--- config.mk ---
export PLATFORM = sky130hd
export DESIGN_NAME = circular_buffer_deque
export DESIGN_NICKNAME = d
export VERILOG_FILES = /design/src/hw/rtl/cbd_pkg.sv /design/src/hw/rtl/circular_buffer_deque.sv /design/src/hw/rtl/cbd_ctrl.sv /design/src/hw/rtl/cbd_datapath.sv
export SDC_FILE = /design/constraint.sdc
export NUM_CORES = 1
export LEC_CHECK = 0
export BUFFER_PORTS_ARGS = -buffer_cell sky130_fd_sc_hd__buf_2
export CORE_ASPECT_RATIO = 0.9
export CORE_UTILIZATION = 28
export DETAILED_ROUTE_END_ITERATION = 16
export GPL_TIMING_DRIVEN = 0
export MAX_ROUTING_LAYER = met4
export PLACE_DENSITY_LB_ADDON = 0.05
export REMOVE_ABC_BUFFERS = 1
export SLEW_MARGIN = 20
export SYNTH_ARGS = -nofsm -noshare
export SYNTH_HDL_FRONTEND = slang
export SYNTH_SLANG_ARGS = --single-unit
export TNS_END_PERCENT = 1
--- constraint.sdc ---
create_clock -name clock -period 7.25 [get_ports clock]
set_clock_uncertainty 0.05 [all_clocks]
set_input_delay 0.3625 -clock clock [delete_from_list [all_inputs] [get_ports clock]]
set_output_delay 0.3625 -clock clock [all_outputs]
set_load 0.01 [all_outputs]
--- src/hw/rtl/cbd_pkg.sv ---
// Shared constants and types for the circular buffer deque.
// Used by the controller, the datapath and the top level; depends on nothing.
package cbd_pkg;

   localparam int DEPTH  = 16;
   localparam int IDX_W  = $clog2(DEPTH);
   localparam int CNT_W  = $clog2(DEPTH + 1);
   localparam int WORD_W = 32;
   localparam int FUNC_W = 3;
   localparam int CAP_W  = 5;

   localparam logic [CAP_W-1:0]  CAP_RESET = CAP_W'(16);
   localparam logic [WORD_W-1:0] NEG_ONE   = '1;

   localparam logic [FUNC_W-1:0] FUNC_PUSH_FRONT = 3'd0;
   localparam logic [FUNC_W-1:0] FUNC_PUSH_REAR  = 3'd1;
   localparam logic [FUNC_W-1:0] FUNC_POP_FRONT  = 3'd2;
   localparam logic [FUNC_W-1:0] FUNC_POP_REAR   = 3'd3;
   localparam logic [FUNC_W-1:0] FUNC_QUERY      = 3'd4;

   // Commands from the controller to the datapath.
   typedef struct packed {
      logic load;
      logic exec;
      logic clear;
   } cbd_cmd_type;

endpackage

--- src/hw/rtl/circular_buffer_deque.sv ---
// Circular buffer deque: push or pop signed words at either end of a ring store.
// A request accepted in idle steps through the execute, fetch and response states
// and has its result strobed on rsp_valid for one cycle; a new request is taken
// only back in idle, after the memory read that follows the pointer update.
// Synchronous reset empties the deque and sets the capacity to 16; the store
// itself is not cleared. The receiver cannot stall results.
module circular_buffer_deque (
   input  logic                              clock,
   input  logic                              reset,
   input  logic                              start,
   output logic                              busy,
   input  logic [cbd_pkg::FUNC_W-1:0]        req_func,
   input  logic signed [cbd_pkg::WORD_W-1:0] req_push_value,
   output logic                              rsp_valid,
   output logic                              rsp_ok,
   output logic signed [cbd_pkg::WORD_W-1:0] rsp_pop_value,
   output logic signed [cbd_pkg::WORD_W-1:0] rsp_front_value,
   output logic signed [cbd_pkg::WORD_W-1:0] rsp_rear_value,
   output logic                              rsp_is_empty,
   output logic                              rsp_is_full,
   input  logic                              csr_valid,
   output logic                              csr_ready,
   input  logic [cbd_pkg::CAP_W-1:0]         csr_data
);

   cbd_pkg::cbd_cmd_type cmd;

   cbd_ctrl u_ctrl (
      .clock     (clock),
      .reset     (reset),
      .start     (start),
      .csr_valid (csr_valid),
      .busy      (busy),
      .csr_ready (csr_ready),
      .rsp_valid (rsp_valid),
      .cmd       (cmd)
   );

   cbd_datapath u_datapath (
      .clock           (clock),
      .reset           (reset),
      .cmd             (cmd),
      .req_func        (req_func),
      .req_push_value  (req_push_value),
      .csr_data        (csr_data),
      .rsp_ok          (rsp_ok),
      .rsp_pop_value   (rsp_pop_value),
      .rsp_front_value (rsp_front_value),
      .rsp_rear_value  (rsp_rear_value),
      .rsp_is_empty    (rsp_is_empty),
      .rsp_is_full     (rsp_is_full)
   );

endmodule

--- src/hw/rtl/cbd_ctrl.sv ---
// Request sequencer of the circular buffer deque.
// Depends on cbd_pkg for the command struct.
module cbd_ctrl (
   input  logic                 clock,
   input  logic                 reset,
   input  logic                 start,
   input  logic                 csr_valid,
   output logic                 busy,
   output logic                 csr_ready,
   output logic                 rsp_valid,
   output cbd_pkg::cbd_cmd_type cmd
);

   typedef enum logic [3:0] {
      ST_IDLE  = 4'b0001,
      ST_EXEC  = 4'b0010,
      ST_FETCH = 4'b0100,
      ST_RESP  = 4'b1000
   } cbd_state_type;

   cbd_state_type state_ff, state_in;

   always_comb begin
      state_in = state_ff;
      unique case (state_ff)
         ST_IDLE: begin
            if (start) state_in = ST_EXEC;
         end
         ST_EXEC:  state_in = ST_FETCH;
         ST_FETCH: state_in = ST_RESP;
         ST_RESP:  state_in = ST_IDLE;
         default:  state_in = ST_IDLE;
      endcase
   end

   always_ff @(posedge clock) begin
      if (reset) state_ff <= ST_IDLE;
      else       state_ff <= state_in;
   end

   assign busy      = (state_ff != ST_IDLE);
   assign csr_ready = (state_ff == ST_IDLE) && !start;
   assign rsp_valid = (state_ff == ST_RESP);

   assign cmd.load  = (state_ff == ST_IDLE) && start;
   assign cmd.exec  = (state_ff == ST_EXEC);
   assign cmd.clear = csr_valid && csr_ready;

   // An accepted request produces its strobe once it has passed the execute and fetch states.
   a_req_to_rsp: assert property (@(posedge clock) disable iff (reset)
      (start && !busy) |-> ##3 rsp_valid)
      else $error("response strobe missing after request");

   a_rsp_then_idle: assert property (@(posedge clock) disable iff (reset)
      rsp_valid |=> !busy)
      else $error("controller not idle after response");

   a_no_clear_busy: assert property (@(posedge clock) disable iff (reset)
      cmd.clear |-> !cmd.exec && !cmd.load)
      else $error("capacity write overlaps a request");

endmodule

--- src/hw/rtl/cbd_datapath.sv ---
// Ring store, end pointers, occupancy count and result registers of the deque.
// Depends on cbd_pkg; driven by commands from cbd_ctrl.
module cbd_datapath (
   input  logic                              clock,
   input  logic                              reset,
   input  cbd_pkg::cbd_cmd_type              cmd,
   input  logic [cbd_pkg::FUNC_W-1:0]        req_func,
   input  logic signed [cbd_pkg::WORD_W-1:0] req_push_value,
   input  logic [cbd_pkg::CAP_W-1:0]         csr_data,
   output logic                              rsp_ok,
   output logic signed [cbd_pkg::WORD_W-1:0] rsp_pop_value,
   output logic signed [cbd_pkg::WORD_W-1:0] rsp_front_value,
   output logic signed [cbd_pkg::WORD_W-1:0] rsp_rear_value,
   output logic                              rsp_is_empty,
   output logic                              rsp_is_full
);

   localparam int IDX_W  = cbd_pkg::IDX_W;
   localparam int CNT_W  = cbd_pkg::CNT_W;
   localparam int WORD_W = cbd_pkg::WORD_W;

   function automatic logic [CNT_W-1:0] cap_clamp(input logic [cbd_pkg::CAP_W-1:0] v);
      int unsigned c;
      c = 32'(v);
      if (c < 1) c = 1;
      if (c > cbd_pkg::DEPTH) c = cbd_pkg::DEPTH;
      return CNT_W'(c);
   endfunction

   function automatic logic [IDX_W-1:0] ring_next(input logic [IDX_W-1:0] i,
                                                  input logic [CNT_W-1:0] cap);
      logic [CNT_W-1:0] n;
      n = CNT_W'(i) + CNT_W'(1);
      return (n >= cap) ? '0 : IDX_W'(n);
   endfunction

   function automatic logic [IDX_W-1:0] ring_prev(input logic [IDX_W-1:0] i,
                                                  input logic [CNT_W-1:0] cap);
      logic [CNT_W-1:0] m;
      m = cap - CNT_W'(1);
      return (i == '0 || CNT_W'(i) >= cap) ? IDX_W'(m) : i - IDX_W'(1);
   endfunction

   logic [WORD_W-1:0]         ring_mem [cbd_pkg::DEPTH];
   logic [WORD_W-1:0]         rd_head_ff, rd_tail_ff;
   logic [IDX_W-1:0]          head_ff, head_in, tail_ff, tail_in;
   logic [CNT_W-1:0]          occ_ff, occ_in, cap_ff, cap_in;
   logic [cbd_pkg::FUNC_W-1:0] func_ff, func_in;
   logic [WORD_W-1:0]         value_ff, value_in;
   logic                      ok_ff, ok_in;
   logic [WORD_W-1:0]         pop_ff, pop_in;
   logic                      wr_en;
   logic [IDX_W-1:0]          wr_addr;

   always_comb begin
      head_in  = head_ff;
      tail_in  = tail_ff;
      occ_in   = occ_ff;
      cap_in   = cap_ff;
      func_in  = func_ff;
      value_in = value_ff;
      ok_in    = ok_ff;
      pop_in   = pop_ff;
      wr_en    = 1'b0;
      wr_addr  = '0;
      if (cmd.load) begin
         func_in  = req_func;
         value_in = req_push_value;
      end
      if (cmd.clear) begin
         cap_in  = cap_clamp(csr_data);
         head_in = '0;
         tail_in = '0;
         occ_in  = '0;
      end
      if (cmd.exec) begin
         ok_in  = 1'b0;
         pop_in = cbd_pkg::NEG_ONE;
         unique case (func_ff)
            cbd_pkg::FUNC_PUSH_FRONT, cbd_pkg::FUNC_PUSH_REAR: begin
               if (occ_ff < cap_ff) begin
                  wr_en = 1'b1;
                  if (occ_ff == '0) begin
                     head_in = '0;
                     tail_in = '0;
                     wr_addr = '0;
                  end else if (func_ff == cbd_pkg::FUNC_PUSH_FRONT) begin
                     head_in = ring_prev(head_ff, cap_ff);
                     wr_addr = head_in;
                  end else begin
                     tail_in = ring_next(tail_ff, cap_ff);
                     wr_addr = tail_in;
                  end
                  occ_in = occ_ff + CNT_W'(1);
                  ok_in  = 1'b1;
               end
            end
            cbd_pkg::FUNC_POP_FRONT, cbd_pkg::FUNC_POP_REAR: begin
               if (occ_ff != '0) begin
                  // The end entries were read while the request sat in idle.
                  if (func_ff == cbd_pkg::FUNC_POP_FRONT) begin
                     pop_in  = rd_head_ff;
                     head_in = ring_next(head_ff, cap_ff);
                  end else begin
                     pop_in  = rd_tail_ff;
                     tail_in = ring_prev(tail_ff, cap_ff);
                  end
                  occ_in = occ_ff - CNT_W'(1);
                  if (occ_ff == CNT_W'(1)) begin
                     head_in = '0;
                     tail_in = '0;
                  end
                  ok_in = 1'b1;
               end
            end
            default: begin
               ok_in = 1'b0;
            end
         endcase
      end
   end

   always_ff @(posedge clock) begin
      if (reset) begin
         head_ff <= '0;
         tail_ff <= '0;
         occ_ff  <= '0;
         cap_ff  <= cap_clamp(cbd_pkg::CAP_RESET);
      end else begin
         head_ff <= head_in;
         tail_ff <= tail_in;
         occ_ff  <= occ_in;
         cap_ff  <= cap_in;
      end
   end

   always_ff @(posedge clock) begin
      func_ff  <= func_in;
      value_ff <= value_in;
      ok_ff    <= ok_in;
      pop_ff   <= pop_in;
   end

   always_ff @(posedge clock) begin
      if (wr_en) ring_mem[wr_addr] <= value_ff;
      rd_head_ff <= ring_mem[head_ff];
      rd_tail_ff <= ring_mem[tail_ff];
   end

   assign rsp_ok          = ok_ff;
   assign rsp_pop_value   = pop_ff;
   assign rsp_front_value = (occ_ff != '0) ? rd_head_ff : cbd_pkg::NEG_ONE;
   assign rsp_rear_value  = (occ_ff != '0) ? rd_tail_ff : cbd_pkg::NEG_ONE;
   assign rsp_is_empty    = (occ_ff == '0);
   assign rsp_is_full     = (occ_ff >= cap_ff);

   a_occ_bound: assert property (@(posedge clock) disable iff (reset)
      occ_ff <= cap_ff)
      else $error("occupancy exceeds capacity");

   a_empty_ptrs: assert property (@(posedge clock) disable iff (reset)
      (occ_ff == '0) |-> (head_ff == '0) && (tail_ff == '0))
      else $error("pointers not cleared on empty deque");

   a_ptr_range: assert property (@(posedge clock) disable iff (reset)
      (occ_ff != '0) |-> (CNT_W'(head_ff) < cap_ff) && (CNT_W'(tail_ff) < cap_ff))
      else $error("end pointer outside the ring");

endmodule

==> flow_summary.yaml <==
synth:
  synthCells: 1523
  synthesis.area_mm2: 0.02969
  avgSynthCellArea_um2: 19.49
  synth_edf_count: 580
  ys_types: 63
  yosysWarnings: 0
  ys_ff_latch: 666
  synthArstFlopShare: 0
  ys_seq_area_frac: 0.6446
  ys.flop_type: "edfxtp_1"
cells_and_area:
  final_common_cell: "edfxtp_1"
  layout.nets: 1865
  multi_input_area_mm2: 0.01019
  final_cell_mix: "edfxtp_1 (580), mux4_2 (320), buf_2 (151)"
  drive_above_1_share: 0.3961
  seq_area_mm2: 0.01917
  area_growth_syn_to_layout_pct: 23.79
  fillers: 9704
floorplanning:
  io_pins: 146
  die_x_um: 345.2
  core_mm2: 0.1044
  dieArea_mm2: 0.1073
  rows: 112
  initial_utilization: 0.2844
  die_y_um: 310.9
pwr:
  power_frac_comb: 0.029
  irDropWorstVdd_v: 0.0001582
  intPower_uw: 6714
  p_seq_frac: 0.500
  powerDensity_mw_per_mm2: 232.8
  switching_power_uw: 1842
  p_leak_uw: 0.01138
  clkPwrFrac: 0.470
  p_sw_frac: 0.2153
route:
  dr.pass1.iters: 5
  drt-total-wl_mm: 90.94
  drtAntennaViolNets: 0
  vias_per_cell: 4.983
  vias: 16050
  drt_first_iter_violations: 1140
  drc: 0
  wl_per_cell_um: 28.22
timing:
  finalMaxSlewViolations: 0
  setup_viol: 0
  relSlewSlack: 0.3645
  fmax_mhz: 181.1
  worstMarginPinSlew_ps: 952.3
  post-route-min-period_ps: 5521
  tns_ps: 0
  grt_setup_unrepaired: "no"
  finalHoldViolCount: 0
  finalCritPeriodShare: 0.7614
  setup_slack_ps: 1730
  finalHoldWorstSlack_ps: 68.68
place:
  gp_congestion: 0.7565
  hpwl_mm: 60.41
  port_buffers: 145
  pre_cts_slack_ps: 1651
clocking:
  htreeDepth: 3
  cts_tree: "built"
  cts_resized: 0
  cts_root_buffer: "clkbuf_16"
  clk_path_buf_depth: 3
  clk_pin_slew_ps: 60
  cts_buffers: 79
  clock_latency_ps: 620
  cts_sinks: 666
global_route:
  grt_pass1_vias: 17480
  overflow: 0
  grt_pass1_wl_mm: 131.8
  antenna_found_initial: 0
  grtUsageTotal: 0.1761
  grt_max_degree: 75
critical_path:
  worstSetupPathType: "reg -> reg"
  cp.arrival_ps: 5800
  startpoint_type: "register"
  end_kind: "register"
  worst-endpoint-required_ps: 7530
  critPathMaxFanout: 37
run:
  drv_cap: 0
worst_hold_path:
  holdCritPathClass: "in -> reg"
outcome:
  outcome: "finished clean"
## sequential cells by signal, indices dropped and copies added, names as in the netlist
name and flops:
u_datapath.func_ff 3, u_datapath.rsp_ok 1, u_datapath.ring_mem 512, u_datapath.value_ff 32, u_datapath.head_ff 4, u_datapath.cap_ff 5, u_ctrl.state_ff 4, u_datapath.rsp_pop_value 32
u_datapath.rd_head_ff 32, u_datapath.tail_ff 4, u_datapath.occ_ff 5, u_datapath.rd_tail_ff 32
## critical path, cell delays in order (launching register included)
cell	delay [ps]
dfxtp_4	670
buf_16	300
buf_16	300
ha_1	240
xor2_1	240
ha_1	290
a21o_1	180
a31oi_1	190
nor2_1	150
o31ai_2	380
o2111ai_1	480
nor3_2	740
buf_4	330
buf_4	220
buf_4	210
buf_4	200
## final timing paths
| path | from | endpoint | slack (ps) | cells after the start |
|---|---|---|---|---|
| min reg2reg | u_datapath.cap_ff[3] | u_datapath.cap_ff[3] | 450 | 2 |
| max | u_datapath.tail_ff[1] | u_datapath.ring_mem[13][23] | 1730 | 15 |
| min | csr_valid | u_datapath.cap_ff[4] | 70 | 3 |
| max reg2reg | u_datapath.tail_ff[1] | u_datapath.ring_mem[13][23] | 1730 | 15 |
## logic make-up (layout without fill, tap and decap cells)
family                   Yosys count  after routing  share of synthesized area
other                              0              1                          0
AND/OR/NAND/NOR                  235            235                    0.04185
multiplexers                     358            358                     0.2558
adder cells (fa/ha/maj)           32             32                    0.01349
flip-flops                       666            666                     0.6446
AO/OA/AOI/OAI                    101            101                    0.02398
buffers and inverters            120            450                    0.01698
XOR/XNOR                          11             11                   0.003245
## synth_stat cells (3+ instances only)
| cell type | n | area, um^2 |
|---|---|---|
| a2111o_1 | 3 | 33.78 |
| a211oi_1 | 3 | 22.52 |
| a21boi_0 | 3 | 22.52 |
| a21oi_1 | 25 | 125.1 |
| a221o_1 | 3 | 30.03 |
| a221oi_1 | 4 | 35.03 |
| a311oi_1 | 7 | 61.31 |
| a31oi_1 | 6 | 37.54 |
| a32oi_1 | 3 | 26.28 |
| and3_1 | 5 | 31.28 |
| buf_1 | 17 | 63.81 |
| buf_2 | 19 | 95.09 |
| buf_6 | 3 | 33.78 |
| clkbuf_1 | 63 | 236.5 |
| dfxtp_1 | 86 | 1722 |
| edfxtp_1 | 580 | 17420 |
| ha_1 | 32 | 400.4 |
| inv_1 | 15 | 56.30 |
| mux2i_1 | 35 | 350.3 |
| mux4_2 | 320 | 7207 |
| nand2_1 | 58 | 217.7 |
| nand2b_1 | 71 | 444.2 |
| nand3_1 | 21 | 105.1 |
| nor2_1 | 34 | 127.6 |
| nor2b_1 | 5 | 31.28 |
| nor3_1 | 14 | 70.07 |
| nor3b_1 | 4 | 30.03 |
| o21a_1 | 3 | 22.52 |
| o21ai_0 | 15 | 75.07 |
| o2bb2ai_1 | 3 | 26.28 |
| o31a_1 | 4 | 35.03 |
| or2_2 | 3 | 18.77 |
| xnor2_1 | 4 | 35.03 |
| xor2_1 | 7 | 61.31 |
## metal layers
layer	vias to the layer above	global-route usage	routed length [um]
met2	272	0.2841	44610
met4	0	0.03927	1598
met3	109	0.02266	2618
li1	6951	-	-
met1	8722	0.2375	42110
met5	-	-	0
## cell type report
class,count,share of cell area
sequential,666,0.5216
multi-input combinational,737,0.2772
timing repair buffer,289,0.08164
clock buffer,110,0.06002
antenna,1,0.00006809
clock inverter,35,0.01123
inverter,16,0.001702
tap,1368,0.04657
## metrics by stage
step / utilization / power (uW) / std cells / area [um^2]
2_1_floorplan: - / 4475 / 1419 / 29240
3_3_place_gp: 0.3035 / 4614 / 2932 / 31680
3_5_place_dp: 0.3233 / 4605 / 3039 / 33750
4_1_cts: 0.3518 / 8706 / 3220 / 36730
5_1_grt: 0.3520 / 8848 / 3221 / 36750
6_report: 0.3520 / 8557 / 3222 / 36750
## what timing repair did
action,in CTS,in global routing
setup buffers,0,0
hold buffers,36,0
endpoints found under the hold margin,36,0
endpoints found under the setup margin,0,0
## power groups by stage
stage	registers, uW	clock network, uW	logic (uW)
after floorplan	4350	0	128
after global placement	4400	0	214
after detailed placement	4360	0	243
after CTS	4280	4170	259
after global routing	4290	4290	273
final	4280	4030	251
No activity file was read; power rests on OpenSTA's default activity.
